[src/rtl/mnar_pkg.sv]
`default_nettype none

package mnar_pkg;

  localparam int NOTE_COUNT    = 128;
  localparam int CHANNEL_COUNT = 16;
  localparam int NOTE_W        = 7;
  localparam int CHAN_W        = 4;
  localparam int VEL_W         = 7;
  localparam int COUNT_W       = 8;
  localparam int PANIC_RESULTS = 2 * CHANNEL_COUNT;
  localparam int PANIC_W       = 5;
  localparam int PERC_CHANNEL  = 9;
  localparam int QUEUE_DEPTH   = 4;

  localparam int IN_DATA_W  = 32;
  localparam int IN_USER_W  = 3;
  localparam int OUT_DATA_W = 56;
  localparam int ADDR_W     = 4;
  localparam int APB_W      = 32;

  // function codes carried in the low bits of s_tuser
  typedef enum logic [1:0] {
    FUNC_PLAY     = 2'd0,
    FUNC_THRU     = 2'd1,
    FUNC_ACTIVITY = 2'd2,
    FUNC_PANIC    = 2'd3
  } func_t;

  // thru modes
  localparam logic [2:0] THRU_OFF     = 3'd0;
  localparam logic [2:0] THRU_ALL     = 3'd1;
  localparam logic [2:0] THRU_HW_USB  = 3'd2;
  localparam logic [2:0] THRU_USB_HW  = 3'd3;
  localparam logic [2:0] THRU_HW_HW   = 3'd4;
  localparam logic [2:0] THRU_USB_USB = 3'd5;

  // register indexes
  localparam logic [1:0] REG_OUT_TARGET = 2'd0;
  localparam logic [1:0] REG_THRU_MODE  = 2'd1;
  localparam logic [1:0] REG_AUDIO_OUT  = 2'd2;

  // status high nibbles
  localparam logic [3:0] TYPE_NOTE_OFF = 4'h8;
  localparam logic [3:0] TYPE_NOTE_ON  = 4'h9;
  localparam logic [3:0] TYPE_CC       = 4'hB;
  localparam logic [3:0] TYPE_PROGRAM  = 4'hC;
  localparam logic [3:0] TYPE_PRESSURE = 4'hD;
  localparam logic [3:0] TYPE_SYSTEM   = 4'hF;

  localparam logic [6:0] CC_SOUND_OFF = 7'd120;
  localparam logic [6:0] CC_NOTES_OFF = 7'd123;

  localparam logic [1:0] COUNT_ONE = 2'd1;
  localparam logic [1:0] COUNT_TWO = 2'd2;

  // classified item handed from front to back
  typedef struct packed {
    logic              panic;
    logic              upd;
    logic              upd_set;
    logic [CHAN_W-1:0] chan;
    logic [NOTE_W-1:0] note;
    logic [VEL_W-1:0]  vel;
    logic [NOTE_W-1:0] query;
    logic              send_hw;
    logic              send_usb;
    logic              to_synth;
    logic [7:0]        status;
    logic [6:0]        first;
    logic [6:0]        second;
    logic [1:0]        count;
  } cmd_t;

endpackage

`default_nettype wire

[src/rtl/mnar_queue.sv]
`default_nettype none

module mnar_queue #(
  parameter int DEPTH = mnar_pkg::QUEUE_DEPTH
) (
  input  wire logic           clk,
  input  wire logic           rst,
  input  wire logic           push,
  input  wire mnar_pkg::cmd_t push_data,
  output logic                full,
  input  wire logic           pop,
  output logic                empty,
  output mnar_pkg::cmd_t      head
);

  localparam int PTR_W = (DEPTH > 1) ? $clog2(DEPTH) : 1;
  localparam int CNT_W = $clog2(DEPTH + 1);

  mnar_pkg::cmd_t   slots [DEPTH];
  logic [PTR_W-1:0] wr_ptr;
  logic [PTR_W-1:0] rd_ptr;
  logic [CNT_W-1:0] fill;

  assign full  = (fill == CNT_W'(DEPTH));
  assign empty = (fill == '0);
  assign head  = slots[rd_ptr];

  always_ff @(posedge clk) begin
    if (rst) begin
      wr_ptr <= '0;
      rd_ptr <= '0;
      fill   <= '0;
    end else begin
      if (push) begin
        wr_ptr <= (wr_ptr == PTR_W'(DEPTH - 1)) ? '0 : wr_ptr + 1'b1;
      end
      if (pop) begin
        rd_ptr <= (rd_ptr == PTR_W'(DEPTH - 1)) ? '0 : rd_ptr + 1'b1;
      end
      if (push && !pop) begin
        fill <= fill + 1'b1;
      end else if (pop && !push) begin
        fill <= fill - 1'b1;
      end
    end
  end

  always_ff @(posedge clk) begin
    if (push) begin
      slots[wr_ptr] <= push_data;
    end
  end

endmodule

`default_nettype wire

[config.mk]
export PLATFORM = sky130hd
export DESIGN_NAME = mnar_queue
export DESIGN_NICKNAME = d
export VERILOG_FILES = /design/src/rtl/mnar_pkg.sv /design/src/rtl/mnar_queue.sv
export SDC_FILE = /design/constraint.sdc
export NUM_CORES = 1
export LEC_CHECK = 0
export BUFFER_PORTS_ARGS = -buffer_cell sky130_fd_sc_hd__buf_2
export CELL_PAD_IN_SITES_DETAIL_PLACEMENT = 1
export CELL_PAD_IN_SITES_GLOBAL_PLACEMENT = 2
export CORE_MARGIN = 1
export CORE_UTILIZATION = 35
export CTS_CLUSTER_DIAMETER = 120
export DETAILED_ROUTE_END_ITERATION = 8
export PLACE_DENSITY = 0.69
export SLEW_MARGIN = 40
export SYNTH_ARGS = -nofsm -noshare
export SYNTH_HDL_FRONTEND = slang
export SYNTH_SLANG_ARGS = --single-unit
export TNS_END_PERCENT = 10
[constraint.sdc]
create_clock -name clk -period 2.5 [get_ports clk]
set_input_delay 0.25 -clock clk [delete_from_list [all_inputs] [get_ports clk]]
set_output_delay 0.25 -clock clk [all_outputs]
set_load 0.05 [all_outputs]
Word level (Yosys, flattened, before mapping)
Memory sizes are Yosys's and may differ from the RTL's. A register that Yosys moved wholly into a read port is not among the register bits.
Cells that the tools add are included.
{"block": "word_totals", "ff_bits": 7, "ramBits": 220, "memories": 1}
{"block": "classes", "addsub": 4, "n_eq_ne": 3, "mux": 8, "n_reduce_logical": 6}
{"memory": "slots", "words": 4, "width": 55, "rd": 1, "rd_ports_with_merged_regs": 1, "wr": 1, "line_no": "mnar_queue.sv:19", "source": "mnar_pkg::cmd_t slots [DEPTH];"}
{"op": "2-to-1 mux 2 bit", "count": 4}
{"op": "2-to-1 mux 3 bit", "count": 2}
{"op": "adder 2 x 1 -> 2 bit, second input constant", "count": 2}
{"op": "equality test 2 bit, second input constant", "count": 2}
{"op": "adder 3 x 1 -> 3 bit, second input constant", "count": 1}
{"op": "equality test 3 bit, second input constant", "count": 1}
{"op": "zero test 3 bit", "count": 1}
{"op": "subtractor 3 x 1 -> 3 bit, second input constant", "count": 1}
{"op": "logical AND 1 bit", "count": 2}
{"op": "zero test 1 bit", "count": 2}
{"op": "2-to-1 mux 1 bit", "count": 2}
{"op": "nonzero test 2 bit", "count": 1}

Longest topological paths before layout
{"block": "depth", "word_depth": 4, "mapped_depth": 7}

Worst setup path before layout
Ideal clock, no wire load.
{"block": "synth_timing", "path_type": "register to register", "start": "register wr_ptr[0]", "end": "memory slots[3][0] in the netlist's numbering (enable)", "setup_ps": 418, "t_arrival_ps": 1853, "required_time_ps": 2082, "slack_ps": 228, "path_stages_with_launch": 3, "path_cell_list": "dfxtp_1 ha_1 and2_1"}
{"element": "start, declared", "line_no": "mnar_queue.sv:20", "source": "logic [PTR_W-1:0] wr_ptr;"}
{"element": "start signal, assigned", "line_no": "mnar_queue.sv:35", "source": "wr_ptr <= (wr_ptr == PTR_W'(DEPTH - 1)) ? '0 : wr_ptr + 1'b1;"}
{"element": "end, declared", "line_no": "mnar_queue.sv:19"}
Straight into the memory's write port.

==> results.yml <==
clocking:
  clock_path_buffers: 3
  clock_tree.root_cell: "clkbuf_16"
  htree_levels: 1
  clk_latency_ps: 510
  path_clk_slew_ps: 60
  cts_made_buffers: 24
  clock_sinks: 229
  cts_tree: "done"
die:
  initial_utilization_pct: 35.9
  core_area_sq_um: 23500
  rows: 56
  fp.dieW_microns: 157
  die_area_sq_um: 24800
  io_pins: 116
  die_h_microns: 157
detailed_routing:
  drt-initial-drc-count: 211
  vias: 3999
  drc_errors: 0
  ant_nets: 0
  viasPerCell: 4.64
  drt-pass1-iter-count: 4
  wl_per_cell_microns: 19.5
  wl_microns: 16900
setup_path:
  r2r-end: "slots[3][34]"
  crit_path_max_fanout: 32
  crit_chain: "buf_12 -> mux4_1 -> buf_2"
  arrival_ps: 2060
  critPathRequiredTime_ps: 2250
  r2r_setup_slack_ps: 770
  cp_slowest_stage_delay_ps: 660
  r2r_start: "wr_ptr[0]"
  crit_type: "flop to primary output"
  end_kind: "primary output"
  cp-start-kind: "flop"
  r2r_cells: 3
  slowest_stage: "mux4_1"
layout:
  fin_nets: 592
  final_common_cell: "edfxtp_1"
  layout-area-overhead-vs-synth_pct: 28.0
  diodes: 0
  drive_above_1_share_pct: 39.8
  mostFrequentLayoutCells: "edfxtp_1 (220), buf_2 (115), dlygate4sd3_1 (56)"
timing:
  worstMarginPinSlew_ps: 556
  min_period_ps: 2310
  fin_setup_tns_ps: 0
  rsz0062_at_grt: "no"
  setup_viol: 0
  max-slew-margin-rel_pct: 63.0
  slew_viol_final: 0
  hold_violations: 0
  fin_crit_sh_pct: 92.4
  max_freq_mhz: 433
  whs_ps: 103
  fin_skew_ps: 13.1
power:
  power.leakage_nw: 3.70
  total_power_mw: 9.20
  power_density_nw_per_um2: 851
  ir_drop_mv: 0.572
yosys:
  avgSynthCellArea_sq_um: 25.5
  ys_types: 20
  synth_fp_nets: 397
  ys_warn_count: 0
  syn_inst: 331
  synth_seq_area_share_pct: 80.4
  synth_area_sq_um: 8450
  ys_ff_latch: 229
placement:
  place_congestion: 0.689
  port_buffers: 115
  dpl.hpwl_microns: 9820
global_route:
  track_usage_pct: 13.7
  grt_pass1_wl_microns: 25200
  antenna_found_initial: 0
  grt_max_degree: 34
  grt_overflow: 0
  grt_pass1_vias: 4440
hold_path:
  min_to: "rd_ptr[1]"
  hold_class: "input pin to flop"
  hold_depth: 3
  min_from: "pop"
run:
  drv_cap: 0
outcome:
  status: "finished clean"
[where the power goes]
group | leakage (nW) | internal, mW | switching (mW) | total [mW]
Clock | 0.384 | 2.15 | 1.41 | 3.56
Sequential | 2.10 | 4.39 | 0.0578 | 4.45
Combinational | 1.22 | 0.398 | 0.792 | 1.19
Total | 3.70 | 6.94 | 2.26 | 9.20
[Yosys cell counts (all sizes together)]
library cell	n	area [sq um]
o21ai	1	5.00
and2	4	25.0
buf	11	136
mux2i	4	40.0
edfxtp	220	6610
ha	6	75.1
nor3b	2	15.0
a21oi	2	10.0
xor2	2	17.5
mux4	55	1260
nor2	7	26.3
fa	1	20.0
inv	4	15.0
clkbuf	1	5.00
dfxtp	9	180
nor3	1	5.00
or3	1	6.26
[worst max-delay path by stage]
stage                   start     endpoint  slack [ps]  cells after the start
CTS                      flop     head[37]          40                      3
global route             flop     head[35]         100                      3
floorplan           wr_ptr[0]  slots[3][0]         230                      2
finish                   flop     head[35]         190                      3
detailed placement       flop     head[48]         610                      3
global placement         flop     head[37]         600                      3
[metrics by stage]
stage / setup slack [ps] / cell area, sq um / cells / utilization, %
floorplan: 228 / 8450 / 331 / -
global placement: 600 / 9450 / 763 / 40.1
detailed placement: 610 / 9450 / 763 / 40.1
CTS: 36.0 / 10800 / 862 / 45.9
global route: 102 / 10800 / 862 / 45.9
finish: 190 / 10800 / 862 / 45.9
[kinds of logic (layout without fill, tap and decap cells)]
logic type,after synthesis,count (layout),share of synthesized area (%)
XOR/XNOR,2,2,0.207
flip-flops,229,229,80.4
AO/OA/AOI/OAI,3,3,0.178
buffers and inverters,16,228,1.85
multiplexers,59,59,15.4
AND/OR/NAND/NOR,15,15,0.918
adder cells (fa/ha/maj),7,7,1.13
[flip-flops by register name (all words and copies together), names as in the netlist, named ones only]
register / flops
fill: 3
wr_ptr: 2
rd_ptr: 2
slots: 220
[area by class of cell]
type	instances	area, sq um
Fill cell	2220	12700
Clock inverter	8	96.3
Tap cell	319	399
Timing Repair Buffer	181	1290
Multi-Input combinational cell	86	1510
Inverter	4	15.0
Sequential cell	229	6790
Clock buffer	35	703
[metal layers]
metal  global-route usage [%]  routed length [microns]
met5                        0                        0
met3                     2.75                      765
met1                     17.7                     7220
met2                     23.4                     8510
met4                     4.21                      352
[timing repair]
action / 4_1_cts / 5_1_grt
endpoints found under the setup margin: 0 / 2
hold buffers: 56 / 0
hold endpoints to repair: 226 / 0
setup buffers: 0 / 0
gates resized for setup: 0 / 1
[worst max-delay path, delay by kind of cell, from the launching register on]
family,cells,cell delay [ps]
buffers and inverters,2,520
DFF,1,360
muxes,1,660
Note: power is estimated with default switching activity, not from simulation.
