File: config.mk
export PLATFORM = sky130hd
export DESIGN_NAME = mnar_front
export DESIGN_NICKNAME = d
export VERILOG_FILES = /design/src/rtl/mnar_pkg.sv /design/src/rtl/mnar_front.sv
export SDC_FILE = /design/constraint.sdc
export NUM_CORES = 1
export LEC_CHECK = 0
export BUFFER_PORTS_ARGS = -buffer_cell sky130_fd_sc_hd__buf_2
export CAP_MARGIN = 40
export CORE_ASPECT_RATIO = 1.75
export CORE_MARGIN = 2
export CORE_UTILIZATION = 26
export DETAILED_ROUTE_END_ITERATION = 6
export PLACE_DENSITY_LB_ADDON = 0.12
export REMOVE_ABC_BUFFERS = 1
export SLEW_MARGIN = 25
export SYNTH_ARGS = -nofsm -noshare
export SYNTH_HDL_FRONTEND = slang
export SYNTH_SLANG_ARGS = --single-unit
File: constraint.sdc
create_clock -name clk -period 1.3 [get_ports clk]
set_clock_uncertainty 0.15 [all_clocks]
set_input_delay 0.195 -clock clk [delete_from_list [all_inputs] [get_ports clk]]
set_output_delay 0.195 -clock clk [all_outputs]
set_load 0.01 [all_outputs]
File: src/rtl/mnar_pkg.sv
`default_nettype none

package mnar_pkg;

  localparam int NOTE_COUNT    = 128;
  localparam int CHANNEL_COUNT = 16;
  localparam int NOTE_W        = 7;
  localparam int CHAN_W        = 4;
  localparam int VEL_W         = 7;
  localparam int COUNT_W       = 8;
  localparam int PANIC_RESULTS = 2 * CHANNEL_COUNT;
  localparam int PANIC_W       = 5;
  localparam int PERC_CHANNEL  = 9;
  localparam int QUEUE_DEPTH   = 4;

  localparam int IN_DATA_W  = 32;
  localparam int IN_USER_W  = 3;
  localparam int OUT_DATA_W = 56;
  localparam int ADDR_W     = 4;
  localparam int APB_W      = 32;

  // function codes carried in the low bits of s_tuser
  typedef enum logic [1:0] {
    FUNC_PLAY     = 2'd0,
    FUNC_THRU     = 2'd1,
    FUNC_ACTIVITY = 2'd2,
    FUNC_PANIC    = 2'd3
  } func_t;

  // thru modes
  localparam logic [2:0] THRU_OFF     = 3'd0;
  localparam logic [2:0] THRU_ALL     = 3'd1;
  localparam logic [2:0] THRU_HW_USB  = 3'd2;
  localparam logic [2:0] THRU_USB_HW  = 3'd3;
  localparam logic [2:0] THRU_HW_HW   = 3'd4;
  localparam logic [2:0] THRU_USB_USB = 3'd5;

  // register indexes
  localparam logic [1:0] REG_OUT_TARGET = 2'd0;
  localparam logic [1:0] REG_THRU_MODE  = 2'd1;
  localparam logic [1:0] REG_AUDIO_OUT  = 2'd2;

  // status high nibbles
  localparam logic [3:0] TYPE_NOTE_OFF = 4'h8;
  localparam logic [3:0] TYPE_NOTE_ON  = 4'h9;
  localparam logic [3:0] TYPE_CC       = 4'hB;
  localparam logic [3:0] TYPE_PROGRAM  = 4'hC;
  localparam logic [3:0] TYPE_PRESSURE = 4'hD;
  localparam logic [3:0] TYPE_SYSTEM   = 4'hF;

  localparam logic [6:0] CC_SOUND_OFF = 7'd120;
  localparam logic [6:0] CC_NOTES_OFF = 7'd123;

  localparam logic [1:0] COUNT_ONE = 2'd1;
  localparam logic [1:0] COUNT_TWO = 2'd2;

  // classified item handed from front to back
  typedef struct packed {
    logic              panic;
    logic              upd;
    logic              upd_set;
    logic [CHAN_W-1:0] chan;
    logic [NOTE_W-1:0] note;
    logic [VEL_W-1:0]  vel;
    logic [NOTE_W-1:0] query;
    logic              send_hw;
    logic              send_usb;
    logic              to_synth;
    logic [7:0]        status;
    logic [6:0]        first;
    logic [6:0]        second;
    logic [1:0]        count;
  } cmd_t;

endpackage

`default_nettype wire

File: src/rtl/mnar_front.sv
`default_nettype none

module mnar_front (
  input  wire logic                             clk,
  input  wire logic                             rst,
  // apb
  input  wire logic                             psel,
  input  wire logic                             penable,
  input  wire logic                             pwrite,
  input  wire logic [mnar_pkg::ADDR_W-1:0]      paddr,
  input  wire logic [mnar_pkg::APB_W-1:0]       pwdata,
  output logic      [mnar_pkg::APB_W-1:0]       prdata,
  // input stream
  input  wire logic                             s_tvalid,
  output logic                                  s_tready,
  input  wire logic [mnar_pkg::IN_DATA_W-1:0]   s_tdata,
  input  wire logic [mnar_pkg::IN_USER_W-1:0]   s_tuser,
  // queue side
  input  wire logic                             q_full,
  output logic                                  q_push,
  output mnar_pkg::cmd_t                        q_data
);

  logic [1:0] out_target;
  logic [2:0] thru_mode;
  logic       audio_out;

  logic                           cfg_wr;
  mnar_pkg::func_t                func;
  logic                           from_hw;
  logic [7:0]                     status;
  logic [6:0]                     data1;
  logic [6:0]                     data2;
  logic [6:0]                     query;
  logic [3:0]                     typ;
  logic                           voice;

  assign cfg_wr = psel && penable && pwrite;

  always_ff @(posedge clk) begin
    if (rst) begin
      out_target <= 2'd3;
      thru_mode  <= mnar_pkg::THRU_OFF;
      audio_out  <= 1'b0;
    end else if (cfg_wr) begin
      case (paddr[3:2])
        mnar_pkg::REG_OUT_TARGET: out_target <= pwdata[1:0];
        mnar_pkg::REG_THRU_MODE:  thru_mode  <= pwdata[2:0];
        mnar_pkg::REG_AUDIO_OUT:  audio_out  <= pwdata[0];
        default: ;
      endcase
    end
  end

  always_comb begin
    case (paddr[3:2])
      mnar_pkg::REG_OUT_TARGET: prdata = {30'd0, out_target};
      mnar_pkg::REG_THRU_MODE:  prdata = {29'd0, thru_mode};
      mnar_pkg::REG_AUDIO_OUT:  prdata = {31'd0, audio_out};
      default:                  prdata = '0;
    endcase
  end

  assign func    = mnar_pkg::func_t'(s_tuser[1:0]);
  assign from_hw = s_tuser[2];
  assign status  = s_tdata[7:0];
  assign data1   = s_tdata[14:8];
  assign data2   = s_tdata[21:15];
  assign query   = s_tdata[28:22];
  assign typ     = status[7:4];
  assign voice   = status[7] && (typ != mnar_pkg::TYPE_SYSTEM);

  assign s_tready = !q_full;
  assign q_push   = s_tvalid && !q_full;

  always_comb begin
    q_data       = '0;
    q_data.chan  = status[3:0];
    q_data.note  = data1;
    q_data.vel   = data2;
    q_data.query = query;
    case (func)
      mnar_pkg::FUNC_PANIC: begin
        q_data.panic    = 1'b1;
        q_data.send_hw  = out_target[0];
        q_data.send_usb = out_target[1];
      end
      mnar_pkg::FUNC_ACTIVITY: begin
        q_data.upd     = 1'b1;
        q_data.upd_set = (data2 != 7'd0);
      end
      default: begin
        if (voice) begin
          q_data.status = status;
          q_data.first  = data1;
          if (typ inside {mnar_pkg::TYPE_PROGRAM, mnar_pkg::TYPE_PRESSURE}) begin
            q_data.count = mnar_pkg::COUNT_ONE;
          end else begin
            q_data.count  = mnar_pkg::COUNT_TWO;
            q_data.second = data2;
          end
          if (func == mnar_pkg::FUNC_PLAY) begin
            q_data.send_hw  = out_target[0];
            q_data.send_usb = out_target[1];
            if (typ == mnar_pkg::TYPE_NOTE_OFF) begin
              q_data.upd = 1'b1;
            end else if (typ == mnar_pkg::TYPE_NOTE_ON) begin
              q_data.upd     = 1'b1;
              q_data.upd_set = (data2 != 7'd0);
            end
            if (typ inside {mnar_pkg::TYPE_NOTE_OFF, mnar_pkg::TYPE_NOTE_ON,
                            mnar_pkg::TYPE_PROGRAM}) begin
              q_data.to_synth = audio_out;
            end
          end else begin
            case (thru_mode)
              mnar_pkg::THRU_ALL: begin
                q_data.send_hw  = 1'b1;
                q_data.send_usb = 1'b1;
              end
              mnar_pkg::THRU_HW_USB:  q_data.send_usb = from_hw;
              mnar_pkg::THRU_USB_HW:  q_data.send_hw  = !from_hw;
              mnar_pkg::THRU_HW_HW:   q_data.send_hw  = from_hw;
              mnar_pkg::THRU_USB_USB: q_data.send_usb = !from_hw;
              default: ;
            endcase
          end
        end
      end
    endcase
  end

endmodule

`default_nettype wire

======== After elaboration in Yosys (flattened, before gate mapping) ========
Cells that the tools add are included.
storage, ports and cells
  bits of input ports ..................... 78
  register bits ........................... 6
cells by class
  eq/ne operators ......................... 14
  reductions and logical operators ........ 15
  mux-type cells .......................... 18
operators by type and width
  operator              number
  $mux W27              1
  $mux W25              1
  $eq A4 B4 Y1 const B  4
  $mux W2               5
  $pmux W3 S3           1
  $pmux W2 S2           2
  $mux W7               1
  $reduce_bool A7 Y1    1
  $eq A2 B2 Y1 const B  3
  $eq A3 B2 Y1 const B  2
  $eq A3 B3 Y1 const B  2
  $pmux W1 S3           2
  $reduce_and A2 Y1     3
  $mux W1               5
  $logic_and A1 B1 Y1   4
  $logic_not A2 Y1      2
  $ne A4 B4 Y1 const B  1
  $eq A3 B1 Y1 const B  1
  $reduce_bool A3 Y1    1
  $eq A2 B1 Y1 const B  1
  $logic_not A1 Y1      2
  $reduce_bool A2 Y1    1
  $reduce_or A2 Y1      1

======== Logic depth before layout (Yosys ltp) ========
Gate-level depths: netlist (run 1).
  depth in word-level cells ............... 6
  mapped depth ............................ 6

======== Least setup slack after synthesis (run 1) ========
No wires, ideal clock.
  kind .................................... input-to-output
  start point ............................. input port s_tuser[1] in the netlist's numbering
  end point ............................... output port q_data[14] in the netlist's numbering
  setup slack ............................. -0.055 ns
  data required time ...................... 0.955 ns
  arrival time ............................ 1.010 ns
  stages on the path ...................... 6
  cell sequence ........................... buf_6 nand2b_4 a31o_4 clkinv_2 buf_6 and2_1
RTL lines
  element      RTL line          RTL
  from (decl)  mnar_front.sv:17  input wire logic [mnar_pkg::IN_USER_W-1:0] s_tuser,
  to (decl)    mnar_front.sv:21  output mnar_pkg::cmd_t q_data

==> results.cfg, run 1 <==
[detailed_routing]
finalWirelength_mm = 3.87
route.met2.wl_mm = 2.11
vias = 1183
top_layer = met4
drt-initial-drc-count = 6
vias_per_cell = 4.23
drc = 0
wl_met3_um = 537
drt-wirelength-per-cell_um = 13.8
ant_nets = 0
m1WireLength_mm = 1.14
dr.pass1.iters = 4

[place]
dp.cells = 273
io_buffers = 89
routabilityCongestion = 0.763
dp_hpwl_mm = 3.41

[logic_synthesis]
netlist.area_leader.share = 0.376
yosysMostFrequentCell = buf_4
netlist_instances = 141
synth.distinct_cells = 30
syn_area_um2 = 1080
synth_area_per_cell_um2 = 7.65
seq_area_frac_synth = 0.111
ys_ff_latch = 6
post-synth-top-area-cell = buf_4
synth-main-ff-cell = dfxtp_1
async_flop_share = 0
ys_top_cells_by_area = buf_4 38%, and2_1 13%, dfxtp_1 11%
yosys_warnings = 0
synth_edf_count = 0
synthTopCellsByCount = 54 x buf_4, 22 x and2_1, 8 x mux2i_1, 8 x nor2_1, 6 x dfxtp_1

[timing]
rsz0062_at_grt = true
hold_viol = 0
setup_ws_ns = -0.379
drv_slew = 0
post-route-min-period_ns = 1.68
max_freq_ghz = 0.596
fin_crit_sh = 1.29
setup_viol_count_final = 29

[finish]
area_growth_pct = 70.7
fin_cells = 280
num-nets-final = 311
antennaDiodeCount = 0
final_core_util = 0.452
drive_gt1_frac = 0.671

[worst_setup_path]
endpoint_kind = output port
start_kind = flip-flop
worstSetupPathType = flip-flop to output port
slowest_stage = dfxtp_2
ff2ff_path_depth = 4
arrival_ns = 1.33
critPathMaxStageDelay_ns = 0.33
path_cells = nor4bb_2 -> a31oi_1 -> o21ai_1 -> a32o_1 -> buf_2
critPathRequiredTime_ns = 0.95
cp_max_fo = 5

[floorplanning]
die_y_um = 89.2
core_area_um2 = 4070
boundaryPins = 167
rows = 31
die-area_um2 = 4700
die_w_um = 52.7
start_util = 0.265

[run]
maxCapViolCount = 0

[run_status]
status = finished, violations left
violations = negative setup slack

[grt]
grt_pass1_wl_mm = 5.17
grt_usage = 0.155
grt_pass1_vias = 1006
overflow = 0
grt_max_degree = 9
antenna_found_initial = 0

[min_path]
whs_path_depth = 2
hp-class = input pin to flip-flop

[clock_tree]
h-tree-depth = 1
clk_latency_ns = 0.22
clkTransAtPathRegs_ns = 0.04
cts-root-buf = clkbuf_8
cts_tree = built
cts_hold_buffers = 0
clk_path_buf_depth = 2
cts-buffers-inserted = 3
cts_sinks = 6

[power]
powerDensity_nw_per_um2 = 503
p_leak_nw = 0.984
peakVddDrop_uv = 935
[kinds of logic after synthesis]
logic type / Yosys count / synth area share
AOI/OAI and AO/OA: 13 / 0.0905
other: 1 / 0.00348
DFF: 6 / 0.111
muxes: 8 / 0.0742
buffers and inverters: 60 / 0.412
and+or+nand+nor: 53 / 0.309
[where the power goes]
| part | total (mW) | switching, mW | internal [mW] |
|---|---|---|---|
| logic | 0.465 | 0.229 | 0.235 |
| clock network | 0.272 | 0.0741 | 0.198 |
| registers | 0.189 | 0.00292 | 0.186 |
| total | 0.926 | 0.306 | 0.620 |
[repair_timing]
item,CTS,global route
pin swaps,21,11
buffers inserted,0,2
hold endpoints to repair,0,0
gates cloned,2,0
endpoints found under the setup margin,32,29
gates resized for setup,34,42
[through the flow]
stage          setup TNS, ns  power, mW  area (µm²)  worst slack, ns  hold WS (ns)
5_1_grt                -4.62      0.993        1840           -0.481        0.0849
4_1_cts                -2.33      0.881        1630           -0.369        0.0606
3_3_place_gp           -4.17      0.554        1430           -0.365         0.240
3_5_place_dp           -4.20      0.552        1430           -0.342         0.240
6_report               -3.29      0.926        1840           -0.379        0.0619
2_1_floorplan         -0.143      0.327         756          -0.0456         0.117
[final timing paths]
| path | start | endpoint | slack [ns] |
|---|---|---|---|
| setup / recovery | thru_mode[1] | q_data[25] | -0.38 |
| hold / removal | rst | thru_mode[0] | 0.06 |
| setup reg to reg | thru_mode[0] | thru_mode[0] | 0.30 |
| hold reg to reg | out_target[1] | out_target[1] | 0.40 |
[area by class of cell]
class / count / area, µm²
timing repair buffer: 113 / 796
sequential: 6 / 128
fill: 413 / 2230
clock buffer: 3 / 41.3
tap: 49 / 61.3
inverter: 4 / 27.5
multi-input combinational: 103 / 754
timing repair inverter: 2 / 32.5
[layout by cell type (no fill, tap or decap), types with 2 or more instances in the layout]
master / instances
and2_1: 5
dfxtp_2: 3
nor2_1: 7
a31oi_1: 2
buf_4: 21
o21ai_1: 5
inv_1: 3
nand2_1: 4
mux2i_1: 8
buf_6: 26
buf_2: 65
nand2b_1: 2
conb_1: 29
nor3b_2: 2
nand2b_4: 4
and2_4: 17
dfxtp_1: 2
clkbuf_8: 3
clkinv_8: 3
[sequential cells by signal (all words and copies together), names as in the netlist]
register,flops
audio_out,1
out_target,2
thru_mode,3
[worst max-delay path: cells and delay by family, from the launching register on]
family                 cells  cell delay, ns
AOI/OAI and AO/OA          3            0.49
and+or+nand+nor            1            0.16
buffers and inverters      1            0.13
DFF                        1            0.33
[layer usage]
metal  vias to the layer above  GRT usage
met3                         2     0.0652
met4                         0     0.0210
met5                         -          0
met2                        95      0.325
li1                        565          -
met1                       521      0.129
Power figures use the tool's default switching activity.
==> run 2, diff against run 1 <==
Clock period 1.3 ns to 1.5 ns, I/O delays scaled along.
==> results.cfg, run 2 (synthesis gave the netlist of run 1 again) <==
[run_status]
status = finished, violations left
violations = negative setup slack

[finish]
top_regs = thru_mode x3, out_target x2, audio_out x1
fillCellCount = 466
drive_gt1_frac = 0.592
final_common_cell = buf_2
largest_reg_flops = 3
final_cell_mix = 85 x buf_2, 29 x conb_1, 21 x and2_1
area_growth_pct = 47.7
max_flop_register = thru_mode
stdcell_area_um2 = 1590
antennaDiodeCount = 0
num-nets-final = 303

[run]
maxCapViolCount = 0

[floorplanning]
start_util = 0.265
core_area_um2 = 4070
die_w_um = 52.7
die_y_um = 89.2
boundaryPins = 167
rows = 31
die-area_um2 = 4700

[power]
peakVddDrop_uv = 440
p_sw_mw = 0.249
p_clk_frac = 0.328
power_frac_seq = 0.219
netSwitchingFraction = 0.341
p_leak_nw = 0.878
combPwrFrac = 0.452
powerDensity_nw_per_um2 = 458
p_int_mw = 0.480

[timing]
setup_viol_count_final = 3
rsz0062_at_grt = true
fin_crit_sh = 1.16
hold_viol = 0
setup_ws_ns = -0.246
post-route-min-period_ns = 1.75
holdWs_ns = 0.0888
drv_slew = 0
max_freq_ghz = 0.573

[clock_tree]
clk_latency_ns = 0.22
cts-buffers-inserted = 3
cts_tree = built
cts-root-buf = clkbuf_8
cts_sinks = 6
h-tree-depth = 1
cts_hold_buffers = 0
clk_path_buf_depth = 2
clkTransAtPathRegs_ns = 0.03

[min_path]
whs_path_depth = 2
hold_path.startpoint = rst
min_to = audio_out
hp-class = input pin to flip-flop

[detailed_routing]
vias_per_cell = 4.13
finalWirelength_mm = 3.69
drt-initial-drc-count = 6
drt-wirelength-per-cell_um = 13.6
ant_nets = 0
vias = 1124
drc = 0
dr.pass1.iters = 4

[place]
io_buffers = 89
dp_hpwl_mm = 3.38
routabilityCongestion = 0.705
preCtsSetupSlack_ns = -0.224
placed_area_um2 = 1390

[grt]
overflow = 0
grt_pass1_wl_mm = 4.82
grt_usage = 0.146
grt_pass1_vias = 926
grt_max_degree = 18
antenna_found_initial = 0

[worst_setup_path]
critPathRequiredTime_ns = 1.12
reg2reg_from = thru_mode[1]
r2r-end = thru_mode[1]
endpoint_kind = output port
ff2ff_path_depth = 3
worstSetupPathType = flip-flop to output port
cp_max_fo = 5
arrival_ns = 1.37
reg2reg_slack_ns = 0.57
start_kind = flip-flop
run 2: cell types whose count changed in the layout (fill, tap and decap cells not counted), moves of 2 or more:
cell | before | now
dfxtp_4 | 1 | 4
buf_6 | 26 | 4
nor4bb_4 | 0 | 2
clkinv_8 | 3 | 0
buf_4 | 21 | 18
buf_2 | 65 | 85
and2_4 | 17 | 1
and2_1 | 5 | 21
dfxtp_2 | 3 | 0
run 2: how the worst max path moves through the flow:
stage	startpoint	end	slack, ns	depth (start not counted)
floorplan	s_tdata[5]	q_data[24]	0.09	2
global placement	s_tdata[5]	q_data[24]	-0.22	5
detailed placement	s_tdata[5]	q_data[24]	-0.22	5
CTS	thru_mode[1]	q_data[25]	-0.23	5
global route	thru_mode[1]	q_data[25]	-0.33	5
finish	thru_mode[1]	q_data[25]	-0.25	5
run 2: timing repair:
item                                    in CTS  in global routing
resized for setup                           14                 23
gates cloned                                 0                  0
endpoints found under the setup margin       6                 22
setup buffers                                0                  1
pin swaps                                    2                  5
hold endpoints to repair                     0                  0
run 2: stage by stage:
stage	utilization	instances	power (mW)	TNS [ns]
5_1_grt	0.391	272	0.784	-0.772
4_1_cts	0.364	271	0.729	-0.556
6_report	0.391	272	0.729	-0.548
3_5_place_dp	0.341	268	0.472	-0.483
3_3_place_gp	0.341	268	0.472	-0.560
2_1_floorplan	-	113	0.284	0
run 2: per-layer routing:
| metal | track usage | share of wire | up-vias | wire [µm] |
|---|---|---|---|---|
| met1 | 0.131 | 0.30 | 476 | 1120 |
| met4 | 0.0420 | 0.0079 | 0 | 29 |
| met5 | 0 | 0 | - | 0 |
| li1 | - | - | 545 | - |
| met3 | 0.0569 | 0.15 | 3 | 551 |
| met2 | 0.288 | 0.54 | 100 | 1990 |
run 2: worst max-delay path, cell delays in order, from the launching register on:
cell and delay [ns]:
dfxtp_4 0.35, nor4bb_4 0.16, a31oi_1 0.18, o21ai_1 0.09, a32o_1 0.22, buf_2 0.14
run 2: power groups by stage:
| stage | Combinational (mW) | Sequential [mW] | Clock (mW) |
|---|---|---|---|
| 2_1_floorplan | 0.117 | 0.167 | 0 |
| 3_3_place_gp | 0.305 | 0.167 | 0 |
| 3_5_place_dp | 0.305 | 0.167 | 0 |
| 4_1_cts | 0.315 | 0.165 | 0.248 |
| 5_1_grt | 0.367 | 0.160 | 0.257 |
| 6_report | 0.330 | 0.160 | 0.239 |
run 2: final cells by class:
type / count / area [µm²] / area share
Sequential cell: 6 / 135 / 0.0848
Multi-Input combinational cell: 103 / 729 / 0.458
Inverter: 4 / 20.0 / 0.0126
Timing Repair Buffer: 107 / 606 / 0.380
Tap cell: 49 / 61.3 / 0.0385
Clock buffer: 3 / 41.3 / 0.0259
